`src/rtl/ellsmv_pkg.sv`:
```
// ----------------------------------------------------------------------------
// ellsmv_pkg
// Shared constants, codes and types of the ELLPACK sparse matrix-vector block.
// ----------------------------------------------------------------------------
package ellsmv_pkg;

  localparam int unsigned DEF_VECTOR_DEPTH = 4096;

  localparam int unsigned MODE_W     = 2;
  localparam int unsigned IDX_W      = 12;
  localparam int unsigned VAL_W      = 32;
  localparam int unsigned ROW_W      = 16;
  localparam int unsigned EPR_W      = 8;
  localparam int unsigned ACC_W      = 64;
  localparam int unsigned CFG_IDX_W  = 2;
  localparam int unsigned CFG_DATA_W = 32;

  // mode, index, value, prior_y packed from bit 0, padded to whole bytes
  localparam int unsigned IN_TDATA_W  = 80;
  // y_value, row_index
  localparam int unsigned OUT_TDATA_W = 48;

  localparam int unsigned OUT_DEPTH = 8;
  localparam int unsigned OUT_PTR_W = 3;
  localparam int unsigned OUT_CNT_W = 4;

  typedef enum logic [MODE_W-1:0] {
    MODE_LOAD  = 2'd0,
    MODE_ENTRY = 2'd1,
    MODE_START = 2'd2
  } mode_e;

  typedef enum logic [CFG_IDX_W-1:0] {
    CFG_ENTRIES = 2'd0,
    CFG_ROWS    = 2'd1,
    CFG_BETA    = 2'd2
  } cfg_e;

  typedef struct packed {
    logic             first;
    logic             row_end;
    logic [ROW_W-1:0] row;
    logic             last_row;
  } ent_ctl_t;

  typedef struct packed {
    logic [VAL_W-1:0] y;
    logic [ROW_W-1:0] row;
    logic             last_row;
    logic             sat;
  } res_t;

endpackage

```
`src/rtl/ellsmv_fifo.sv`:
```
// ----------------------------------------------------------------------------
// ellsmv_fifo
// Result queue between the arithmetic pipeline and the output stream.
// ----------------------------------------------------------------------------
module ellsmv_fifo (
  input  logic             clk_i,
  input  logic             rst_ni,
  input  logic             push_i,
  input  ellsmv_pkg::res_t push_data_i,
  output logic             valid_o,
  input  logic             ready_i,
  output ellsmv_pkg::res_t data_o
);
  import ellsmv_pkg::*;

  res_t                 mem_q [OUT_DEPTH];
  logic [OUT_PTR_W-1:0] wr_ptr_q, wr_ptr_d;
  logic [OUT_PTR_W-1:0] rd_ptr_q, rd_ptr_d;
  logic [OUT_CNT_W-1:0] cnt_q, cnt_d;
  logic                 pop;

  assign valid_o = (cnt_q != '0);
  assign pop     = valid_o && ready_i;
  assign data_o  = mem_q[rd_ptr_q];

  always_comb begin
    wr_ptr_d = push_i ? wr_ptr_q + OUT_PTR_W'(1) : wr_ptr_q;
    rd_ptr_d = pop ? rd_ptr_q + OUT_PTR_W'(1) : rd_ptr_q;
    cnt_d    = cnt_q + OUT_CNT_W'(push_i) - OUT_CNT_W'(pop);
  end

  always_ff @(posedge clk_i or negedge rst_ni) begin
    if (!rst_ni) begin
      wr_ptr_q <= '0;
      rd_ptr_q <= '0;
      cnt_q    <= '0;
    end else begin
      wr_ptr_q <= wr_ptr_d;
      rd_ptr_q <= rd_ptr_d;
      cnt_q    <= cnt_d;
    end
  end

  always_ff @(posedge clk_i) begin
    if (push_i) begin
      mem_q[wr_ptr_q] <= push_data_i;
    end
  end

endmodule
```
`config.mk`:
```
export PLATFORM = sky130hd
export DESIGN_NAME = ellsmv_fifo
export DESIGN_NICKNAME = d
export VERILOG_FILES = /design/src/rtl/ellsmv_pkg.sv /design/src/rtl/ellsmv_fifo.sv
export SDC_FILE = /design/constraint.sdc
export NUM_CORES = 1
export LEC_CHECK = 0
export ABC_AREA = 1
export BUFFER_PORTS_ARGS = -buffer_cell sky130_fd_sc_hd__buf_4
export CORE_UTILIZATION = 55
export CTS_BUF_LIST = sky130_fd_sc_hd__clkbuf_8
export CTS_CLUSTER_DIAMETER = 200
export DETAILED_ROUTE_END_ITERATION = 10
export PLACE_DENSITY = 0.73
export SYNTH_ARGS = -nofsm -noshare
export SYNTH_HDL_FRONTEND = slang
export SYNTH_SLANG_ARGS = --single-unit
```
`constraint.sdc`:
```
create_clock -name clk_i -period 7.62 [get_ports clk_i]
set_input_delay 0.381 -clock clk_i [delete_from_list [all_inputs] [get_ports clk_i]]
set_output_delay 0.381 -clock clk_i [all_outputs]
set_load 0.01 [all_outputs]
```
== After elaboration in Yosys (flattened, before gate mapping) ==
Memories as Yosys holds them, arrays and structs flattened.
Index checks and enable logic that the tools add are counted.
Operators by class
  add/sub/neg operators: 4
  mux-type cells: 2
  reduce and logical (&&, ||, !) cells: 2
Operator list (number)
  $add A3 B1 Y3 const B: 2
  $add A4 B1 Y4: 1
  $reduce_bool A4 Y1: 1
  $sub A4 B1 Y4: 1
  $mux W1: 2
  $logic_and A1 B1 Y1: 1
Word-level totals
  bits in registers: 10
  RAM bits: 400
  logic and storage cells: 12
  memories: 1
Memories
  mem_q: words 8, bits a word 50, rd ports 1, clocked after memory_dff 0, write ports 1, line ellsmv_fifo.sv:16  | res_t mem_q [OUT_DEPTH];

== Longest topological paths before layout ==
Gate-level depths: netlist of the first run.
  word-level depth: 3
  depth in mapped cells: 11
  mapped depth without buffers: 11

== Worst setup path after synthesis of the first run ==
OpenSTA, ideal clock, no wires.
  kind: register to register
  from: reg wr_ptr_q[0]
  to: mem mem_q[0][0] (netlist bit), enable pin
  setup time: 458 ps
  data arrival time: 2832 ps
  path slack: 4330 ps
  cell stages (with the launch flop): 3
  clock period less this slack: 3290 ps
  cells stage by stage: dfrtp_1 > or2_2 > nor2_1
RTL lines
  start, declared: line ellsmv_fifo.sv:17  | logic [OUT_PTR_W-1:0] wr_ptr_q, wr_ptr_d;
  start signal, assigned: line ellsmv_fifo.sv:38  | wr_ptr_q <= wr_ptr_d;
  end, declared: line ellsmv_fifo.sv:16
Straight into the memory's write port.

==> results of run 1 <==
==> power breakdown <==
part           internal, mW  switching (mW)
registers              2.74           0.102
logic                 0.873            1.72
clock network         0.862           0.827
==> area by class of cell <==
class / instances / area, µm²
Fill cell: 2437 / 11500
Clock inverter: 47 / 201
Antenna cell: 1 / 2.50
Timing Repair Buffer: 125 / 953
Tap cell: 435 / 544
Clock buffer: 71 / 977
Inverter: 417 / 1570
Sequential cell: 410 / 12300
Multi-Input combinational cell: 891 / 3770
==> final timing paths <==
| path | startpoint | to | slack, ps |
|---|---|---|---|
| worst max-delay path | rd_ptr_q[0]$_DFFE_PN0P_ | data_o[45] | 3720 |
| worst min-delay path | push_data_i[32] | mem_q[2][32]$_DFFE_PP_ | 30 |
| worst max register to register | wr_ptr_q[0]$_DFFE_PN0P_ | mem_q[2][49]$_DFFE_PP_ | 5120 |
| worst min register to register | wr_ptr_q[0]$_DFFE_PN0P_ | wr_ptr_q[0]$_DFFE_PN0P_ | 540 |
| max in group asynchronous | rst_ni | rd_ptr_q[1]$_DFFE_PN0P_ | 7280 |
| min in group asynchronous | rst_ni | rd_ptr_q[0]$_DFFE_PN0P_ | 170 |
==> routing by layer <==
| layer | wire (µm) | global-route usage [%] |
|---|---|---|
| met5 | 13 | 0 |
| met4 | 1070 | 9.75 |
| met3 | 2740 | 4.41 |
| met2 | 18200 | 39.0 |
| met1 | 15200 | 28.7 |
==> cell usage in the layout, fill, tap and decap left out <==
cell type and instances:
nand2_1 663, buf_4 119, diode_2 1, clkinvlp_4 2, xor2_1 3, ha_1 7
a21oi_1 1, inv_1 438, inv_2 1, clkinv_1 13, dfrtp_2 1, xnor2_1 2
dlygate4sd3_1 6, dfrtp_4 2, nor2_4 8, dfrtp_1 7, fa_1 1, nand3_1 202
o21ai_0 3, or2_2 1, edfxtp_1 400, inv_6 3, clkinv_2 7, clkbuf_8 71
==> flip-flops by register name, summed over array words and instances (netlist names) <==
name      cells
mem_q       400
cnt_q         4
rd_ptr_q      3
wr_ptr_q      3
==> cell families after synthesis <==
logic type	Yosys count	synth area share, %
and+or+nand+nor	874	19.7
xor gates and xnor gates	5	0.244
AOI/OAI and AO/OA	4	0.112
buffers and inverters	494	10.9
DFF	410	68.4
adders and majority gates	8	0.600
==> what timing repair did <==
| action | CTS | global route |
|---|---|---|
| hold endpoints to repair | 33 | 0 |
| gates resized for setup | 0 | 0 |
| hold buffers | 6 | 0 |
| buffers inserted | 0 | 0 |
==> run_results.csv, run 1 <==
group,metric,value,unit
synth,synth_top_cells_by_count,"663 x nand2_1, 416 x inv_1, 400 x edfxtp_1, 202 x nand3_1, 55 x buf_2",
cts,clock_tree.htree_level_count,3,
timing,max_clock_freq,256,MHz
timing,finalHoldViolCount,0,
synth,synth-warning-count,0,
cts,worstSkewPairLatency,580,ps
cts,root_buffer,"clkbuf_8",
die,io_pins,105,
synth,synth_fp_nets,1857,
setup_path,critPathBufInv,3,
place,detailed_place_hpwl,19.0,mm
setup_path,worst-r2r-cell-count,3,
synth,synth_top_area_share,67.0,%
synth,syn_inst,1795,
routing,detailedRoute.firstIterationViolations,1060,
setup_path,cp.depth,8,
timing,timing_max_transition_violations_final,0,
place,buffer_ports.inserted,104,
cts,cts_tree,"built",
synth,async_reset_ff_share,2.44,%
timing,max_slew.worst_pin.slew,1060,ps
pwr,total_power_consumption_of_the_routed_design,7.12,mW
global_routing,grt_pass1_vias,11700,
pwr,vdd_drop_max,240,µV
synth,avgSynthCellArea,9.99,µm²
setup_path,critPathTopFamily,"buffers and inverters",
cts,clkTransAtPathRegs,60,ps
min_path,hold_path.class,"in -> reg",
timing,min_period,3900,ps
setup_path,crit_path_frequent_cell,"nand2_1",
setup_path,cp_cell_sequence,"inv_6 -> buf_4 -> nand2_1 -> nand3_1 -> nand2_1 -> nand2_1 -> nand2_1 -> buf_4",
place,placed_standard_cell_area,0.0190,mm²
die,die-width,183,µm
setup_path,critPathKind,"reg -> out",
global_routing,number_of_antenna_violations_at_the_first_check_in_global_routing,1,
routing,ant_nets,0,
routing,route.detailed.drc,0,
routing,routed_vias_inst,4.91,
setup_path,worst-endpoint-arrival,3520,ps
die,core-area,0.0318,mm²
synth,yosys_most_used_dff,"edfxtp_1",
timing,rsz0062_at_grt,"no",
synth,synth_cell_type_count,18,
status,outcome,"finished clean",
finish,final_nets,1975,
place,place.gp.congestion,0.745,
job,max_cap_violations,0,
finish,fin_cells,2397,
die,dieArea,0.0333,mm²
cts,tritoncts.num_buffers,68,
setup_path,endpoint_required_time_on_the_critical_path,7240,ps
setup_path,worst-path-max-fanout,112,
finish,final_standard_cell_area_without_fillers,0.0203,mm²
pwr,power.static_leakage,9.53,nW
timing,timing.final.crit_share,51.2,%
place,place.detailed.instances,2272,
routing,route.detailed.wl_per_inst,15.5,µm
routing,routed-via-count,11800,
die,initial_utilization,56.4,%
timing,worst_clock_skew,24.4,ps
routing,wl,37.2,mm
cts,cts_num_sinks,410,
finish,layout_cells_sized_above_1,11.0,%
setup_path,critical_path.max_stage_delay,870,ps
die,rows,65,
synth,yosys.cell_count.top_type,"nand2_1",
place,placement_setup_slack,4380,ps
timing,layout_setup_ws,3720,ps
synth,yosysTopAreaCell,"edfxtp_1",
timing,setup_total_negative_slack,0,ps
routing,detail_route.first_pass.iterations,5,
global_routing,grt_max_degree,113,
finish,flow.area_growth_from_synthesis,13.2,%
min_path,hold_path_depth,1,
synth,synth.cell_area,0.0179,mm²
synth,synth_enable_flop_cells,400,
global_routing,groute.usage.overall,22.9,%
setup_path,worst_setup_path_start_kind,"flip-flop",
global_routing,grt.overflow.total,0,
cts,clk_path_buf_depth,3,
setup_path,critical-path-slowest-cell,"buf_4",
finish,layout.core_utilization,63.8,%
synth,ys_top_cells_by_area,"edfxtp_1 67%, nand2_1 14%, inv_1 8.7%",
timing,relSlewSlack,29.1,%
global_routing,grt_first_pass_wirelength,58.3,mm
setup_path,endpoint_kind,"primary output",
timing,fin_hold_ws,34.1,ps
synth,ys_ff_latch,410,
pwr,pwr_density_cell,351,mW/mm²
timing,final-setup-viol-count,0,
synth,ys_seq_area_share,68.4,%
die,die_height,183,µm
No activity file was read; power rests on OpenSTA's default activity.
==> inputs of run 2 (changes only) <==
Settings changed: PLACE_DENSITY 0.73 to 0.76.
Clock period 7.62 ns to 3.45 ns, I/O delays scaled along.
==> run_results.csv, run 2 (synthesized netlist as in run 1, its figures left out) <==
group,metric,value,unit
finish,fin_cells,2449,
setup_path,cp_cell_sequence,"buf_4 -> nand3_1 -> nand2_1 -> nand2_1 -> nand2_1 -> buf_4",
setup_path,worst-path-max-fanout,62,
setup_path,endpoint_required_time_on_the_critical_path,3280,ps
finish,final_standard_cell_area_without_fillers,0.0209,mm²
routing,route.detailed.drc,0,
timing,fin_hold_ws,368,ps
finish,mostFrequentLayoutCells,"663 x nand2_1, 433 x inv_1, 400 x edfxtp_1",
setup_path,critPathTopFamily,"buffers and inverters",
cts,postCtsSetupBuffers,0,
place,place.detailed.instances,2281,
routing,route.detailed.wl_per_inst,15.5,µm
finish,final_nets,2030,
min_path,hold_path_end,"mem_q[0][9]$_DFFE_PP_",
timing,timing.final.crit_share,84.3,%
setup_path,critical-path-slowest-cell,"dfrtp_4",
finish,final_common_cell,"nand2_1",
routing,wl,38.0,mm
min_path,hold_path.class,"in -> reg",
setup_path,reg2reg_setup_slack,1310,ps
timing,worst_clock_skew,22.1,ps
die,dieArea,0.0333,mm²
setup_path,rr_endpoint,"cnt_q[2]$_DFF_PN0_",
setup_path,critPathBufInv,2,
cts,worstSkewPairLatency,580,ps
die,die_height,183,µm
finish,num-fill-cells,2339,
setup_path,critPathKind,"reg -> out",
cts,clock_tree.htree_level_count,3,
routing,routed_vias_inst,4.89,
timing,relSlewSlack,35.2,%
place,place.gp.congestion,0.772,
status,outcome,"finished clean",
setup_path,crit_path_frequent_cell,"nand2_1",
pwr,power.static_leakage,9.76,nW
finish,regMostFlops,"mem_q",
timing,finalHoldViolCount,0,
timing,setup_total_negative_slack,0,ps
global_routing,groute.usage.overall,23.5,%
finish,layout_cells_sized_above_1,11.1,%
pwr,total_power_consumption_of_the_routed_design,15.8,mW
place,detailed_place_hpwl,20.2,mm
cts,tritoncts.num_buffers,66,
place,buffer_ports.inserted,104,
finish,reg.largest.list,"mem_q x400, cnt_q x4",
die,core-area,0.0318,mm²
die,initial_utilization,56.4,%
min_path,hold_path_depth,2,
setup_path,endpoint_kind,"primary output",
cts,clk_path_buf_depth,3,
place,placement_setup_slack,1160,ps
cts,clkTransAtPathRegs,60,ps
finish,flow.area_growth_from_synthesis,16.4,%
cts,cts_tree,"built",
setup_path,cp.depth,6,
finish,largest_register_ffs,400,
die,rows,65,
timing,timing_max_transition_violations_final,0,
routing,detail_route.first_pass.iterations,5,
global_routing,grt_pass1_vias,11900,
job,max_cap_violations,0,
place,placed_standard_cell_area,0.0192,mm²
routing,ant_nets,0,
routing,detailedRoute.firstIterationViolations,979,
finish,layout.core_utilization,65.6,%
min_path,min-delay-start,"push_data_i[9]",
global_routing,grt_max_degree,202,
cts,cts_num_sinks,410,
timing,final-setup-viol-count,0,
global_routing,grt_first_pass_wirelength,60.5,mm
routing,routed-via-count,12000,
timing,max_clock_freq,344,MHz
pwr,vdd_drop_max,710,µV
die,io_pins,105,
finish,multi_input_comb_area,0.00377,mm²
timing,layout_setup_ws,542,ps
timing,min_period,2910,ps
global_routing,number_of_antenna_violations_at_the_first_check_in_global_routing,1,
setup_path,worst_setup_path_start_kind,"flip-flop",
pwr,pwr_density_cell,759,mW/mm²
global_routing,grt.overflow.total,0,
setup_path,critical_path.max_stage_delay,800,ps
die,die-width,183,µm
setup_path,reg_to_reg_critical_path_startpoint,"cnt_q[2]$_DFF_PN0_",
timing,max_slew.worst_pin.slew,971,ps
setup_path,worst-endpoint-arrival,2740,ps
timing,rsz0062_at_grt,"no",
cts,root_buffer,"clkbuf_8",
finish,sequential_cell_area,0.0123,mm²
setup_path,worst-r2r-cell-count,11,
-- run 2: layout make-up --
type	instances	share of cell area, %
antenna	1	0.0120
clock buffer	69	4.55
clock inverter	44	0.953
inverter	417	7.54
multi-input combinational	891	18.1
sequential	410	58.8
tap	435	2.61
timing repair buffer	182	7.49
-- run 2: worst max-delay path by stage --
stage	from	end	slack (ps)
after floorplan	wr_ptr_q[0]$_DFFE_PN0P_	mem_q[0][0]$_DFFE_PP_	160
after global placement	rd_ptr_q[1]$_DFFE_PN0P_	data_o[27]	1150
after detailed placement	rd_ptr_q[1]$_DFFE_PN0P_	data_o[27]	1160
after CTS	rd_ptr_q[1]$_DFFE_PN0P_	data_o[29]	540
after global routing	rd_ptr_q[1]$_DFFE_PN0P_	data_o[24]	420
final	rd_ptr_q[1]$_DFFE_PN0P_	data_o[26]	540
-- run 2: power by group --
group / leakage (nW) / switching (mW) / internal, mW / total [mW]
clock: 0.655 / 1.82 / 1.86 / 3.68
combinational: 5.35 / 3.85 / 2.03 / 5.88
sequential: 3.75 / 0.220 / 6.06 / 6.28
total: 9.76 / 5.89 / 9.95 / 15.8
-- run 2: metal layers --
layer  vias up  GRT usage, %  wire, µm
met3        77          3.99      2740
met4         0          9.04       943
met5         -             0         0
met2       435          39.8     18800
met1      5560          30.3     15600
li1       5912             -         -
-- run 2: repair_timing --
action | 4_1_cts | 5_1_grt
resized for setup | 0 | 0
hold buffers | 54 | 0
endpoints found under the hold margin | 416 | 0
==> inputs of run 3 (changes only) <==
Settings changed: PLACE_DENSITY 0.76 to 0.73.
Clock period 3.45 ns to 2.81 ns, I/O delays scaled along.
==> run_results.csv, run 3 (synthesized netlist as in run 1, its figures left out) <==
group,metric,value,unit
status,outcome,"finished clean",
finish,flow.area_growth_from_synthesis,16.8,%
die,initial_utilization,56.4,%
setup_path,cp_cell_sequence,"buf_12 -> nand2_1 -> nand3_1 -> nand2_1 -> nand2_1 -> nand2_1 -> buf_4",
global_routing,grt.overflow.total,0,
cts,clk_path_buf_depth,3,
finish,final_standard_cell_area_without_fillers,0.0209,mm²
cts,tritoncts.num_buffers,67,
job,max_cap_violations,0,
global_routing,grt_first_pass_wirelength,60.2,mm
finish,mostFrequentLayoutCells,"663 x nand2_1, 437 x inv_1, 400 x edfxtp_1",
die,rows,65,
routing,detail_route.first_pass.iterations,5,
finish,final_common_cell,"nand2_1",
timing,layout_setup_ws,233,ps
setup_path,critPathKind,"reg -> out",
global_routing,number_of_antenna_violations_at_the_first_check_in_global_routing,2,
finish,final_nets,2031,
setup_path,reg_to_reg_critical_path_startpoint,"cnt_q[2]$_DFF_PN0_",
timing,finalHoldViolCount,0,
cts,clkTransAtPathRegs,60,ps
global_routing,grt_max_degree,202,
timing,rsz0062_at_grt,"no",
pwr,power_switching,7.30,mW
timing,relSlewSlack,37.1,%
setup_path,endpoint_required_time_on_the_critical_path,2670,ps
setup_path,worst-path-max-fanout,201,
pwr,pwr_density_cell,938,mW/mm²
setup_path,rr_endpoint,"cnt_q[2]$_DFF_PN0_",
global_routing,groute.usage.overall,23.6,%
min_path,hold_path.class,"in -> reg",
finish,layout_cells_sized_above_1,11.1,%
die,core-area,0.0318,mm²
routing,route.detailed.wl_per_inst,15.3,µm
pwr,power.static_leakage,9.81,nW
pwr,power_frac_clock,23.8,%
finish,fin_cells,2453,
place,buffer_ports.inserted,104,
die,die-width,183,µm
setup_path,critical-path-slowest-cell,"buf_12",
setup_path,worstSetupStartpoint,"rd_ptr_q[0]$_DFFE_PN0P_",
setup_path,cp_endpoint,"data_o[39]",
die,die_height,183,µm
setup_path,endpoint_kind,"primary output",
routing,route.detailed.drc,0,
timing,worst_clock_skew,19.6,ps
finish,layout.core_utilization,65.8,%
die,dieArea,0.0333,mm²
cts,worstSkewPairLatency,590,ps
place,place.detailed.instances,2281,
place,detailed_place_hpwl,18.8,mm
place,placement_setup_slack,697,ps
routing,wl,37.6,mm
setup_path,worst_setup_path_start_kind,"flip-flop",
timing,max_clock_freq,388,MHz
cts,cts_tree,"built",
pwr,seq_power_share,38.7,%
pwr,p_int,12.3,mW
routing,detailedRoute.firstIterationViolations,1039,
setup_path,worst-r2r-cell-count,11,
pwr,total_power_consumption_of_the_routed_design,19.6,mW
pwr,share_comb_of_total_power,37.5,%
pwr,vdd_drop_max,1150,µV
setup_path,crit_path_frequent_cell,"nand2_1",
pwr,p_sw_share,37.2,%
timing,final-setup-viol-count,0,
timing,timing.final.crit_share,91.7,%
routing,routed_vias_inst,4.91,
finish,regMostFlops,"mem_q",
timing,timing_max_transition_violations_final,0,
timing,min_period,2580,ps
cts,root_buffer,"clkbuf_8",
timing,max_slew.worst_pin.slew,944,ps
setup_path,reg2reg_setup_slack,680,ps
routing,routed-via-count,12100,
cts,cts_num_sinks,410,
setup_path,critical_path.max_stage_delay,670,ps
global_routing,grt_pass1_vias,11800,
routing,ant_nets,0,
place,place.gp.congestion,0.757,
place,placed_standard_cell_area,0.0192,mm²
die,io_pins,105,
cts,clock_tree.htree_level_count,3,
finish,reg.largest.list,"mem_q x400, cnt_q x4",
finish,largest_register_ffs,400,
setup_path,worst-endpoint-arrival,2440,ps
run 3: power groups by stage:
stage / Sequential [mW] / Combinational (mW) / Clock (mW)
2_1_floorplan: 7.70 / 4.70 / 0
3_3_place_gp: 7.70 / 7.15 / 0
3_5_place_dp: 7.73 / 7.30 / 0
4_1_cts: 7.60 / 7.41 / 4.75
5_1_grt: 7.65 / 8.22 / 5.04
6_report: 7.60 / 7.36 / 4.67
run 3: through the flow:
stage	TNS, ps	hold WS [ps]
after floorplan	-96030	-155
after global placement	0	-18.3
after detailed placement	0	-14.6
after CTS	0	299
after global routing	0	317
final	0	327
run 3: how the worst min path moves through the flow:
stage / depth (start not counted) / startpoint / end / slack, ps
2_1_floorplan: 0 / rst_ni / cnt_q[0]$_DFF_PN0_ / -160
3_3_place_gp: 1 / rst_ni / cnt_q[3]$_DFF_PN0_ / -20
3_5_place_dp: 1 / rst_ni / cnt_q[3]$_DFF_PN0_ / -10
4_1_cts: 2 / push_data_i[11] / mem_q[3][11]$_DFFE_PP_ / 300
5_1_grt: 2 / push_data_i[1] / mem_q[0][1]$_DFFE_PP_ / 320
6_report: 2 / push_data_i[6] / mem_q[0][6]$_DFFE_PP_ / 330
run 3: worst max-delay path, delay by kind of cell (launching register included):
kind                   cells  cell delay (ps)
buffers and inverters      2              820
DFF                        1              450
and+or+nand+nor            5              470
run 3: routing by layer:
layer	track usage, %	wire length (µm)
met1	32.1	16000
met2	38.1	18000
met3	4.13	2710
met4	8.97	853
met5	0	13
run 3: repair_timing:
action                                  CTS  global route
gates resized for setup                   0             0
hold buffers                             54             0
buffers inserted                          0             0
endpoints found under the hold margin   417             0
endpoints found under the setup margin    0             0
run 3: layout make-up:
| type | count | area, µm² |
|---|---|---|
| diodes | 1 | 2.50 |
| clock buffers | 68 | 936 |
| clock inverters | 49 | 254 |
| fillers | 2344 | 10900 |
| inverters | 417 | 1570 |
| multi-input cells | 891 | 3770 |
| flip-flops and latches | 410 | 12300 |
| well taps | 435 | 544 |
| repair buffers | 182 | 1590 |
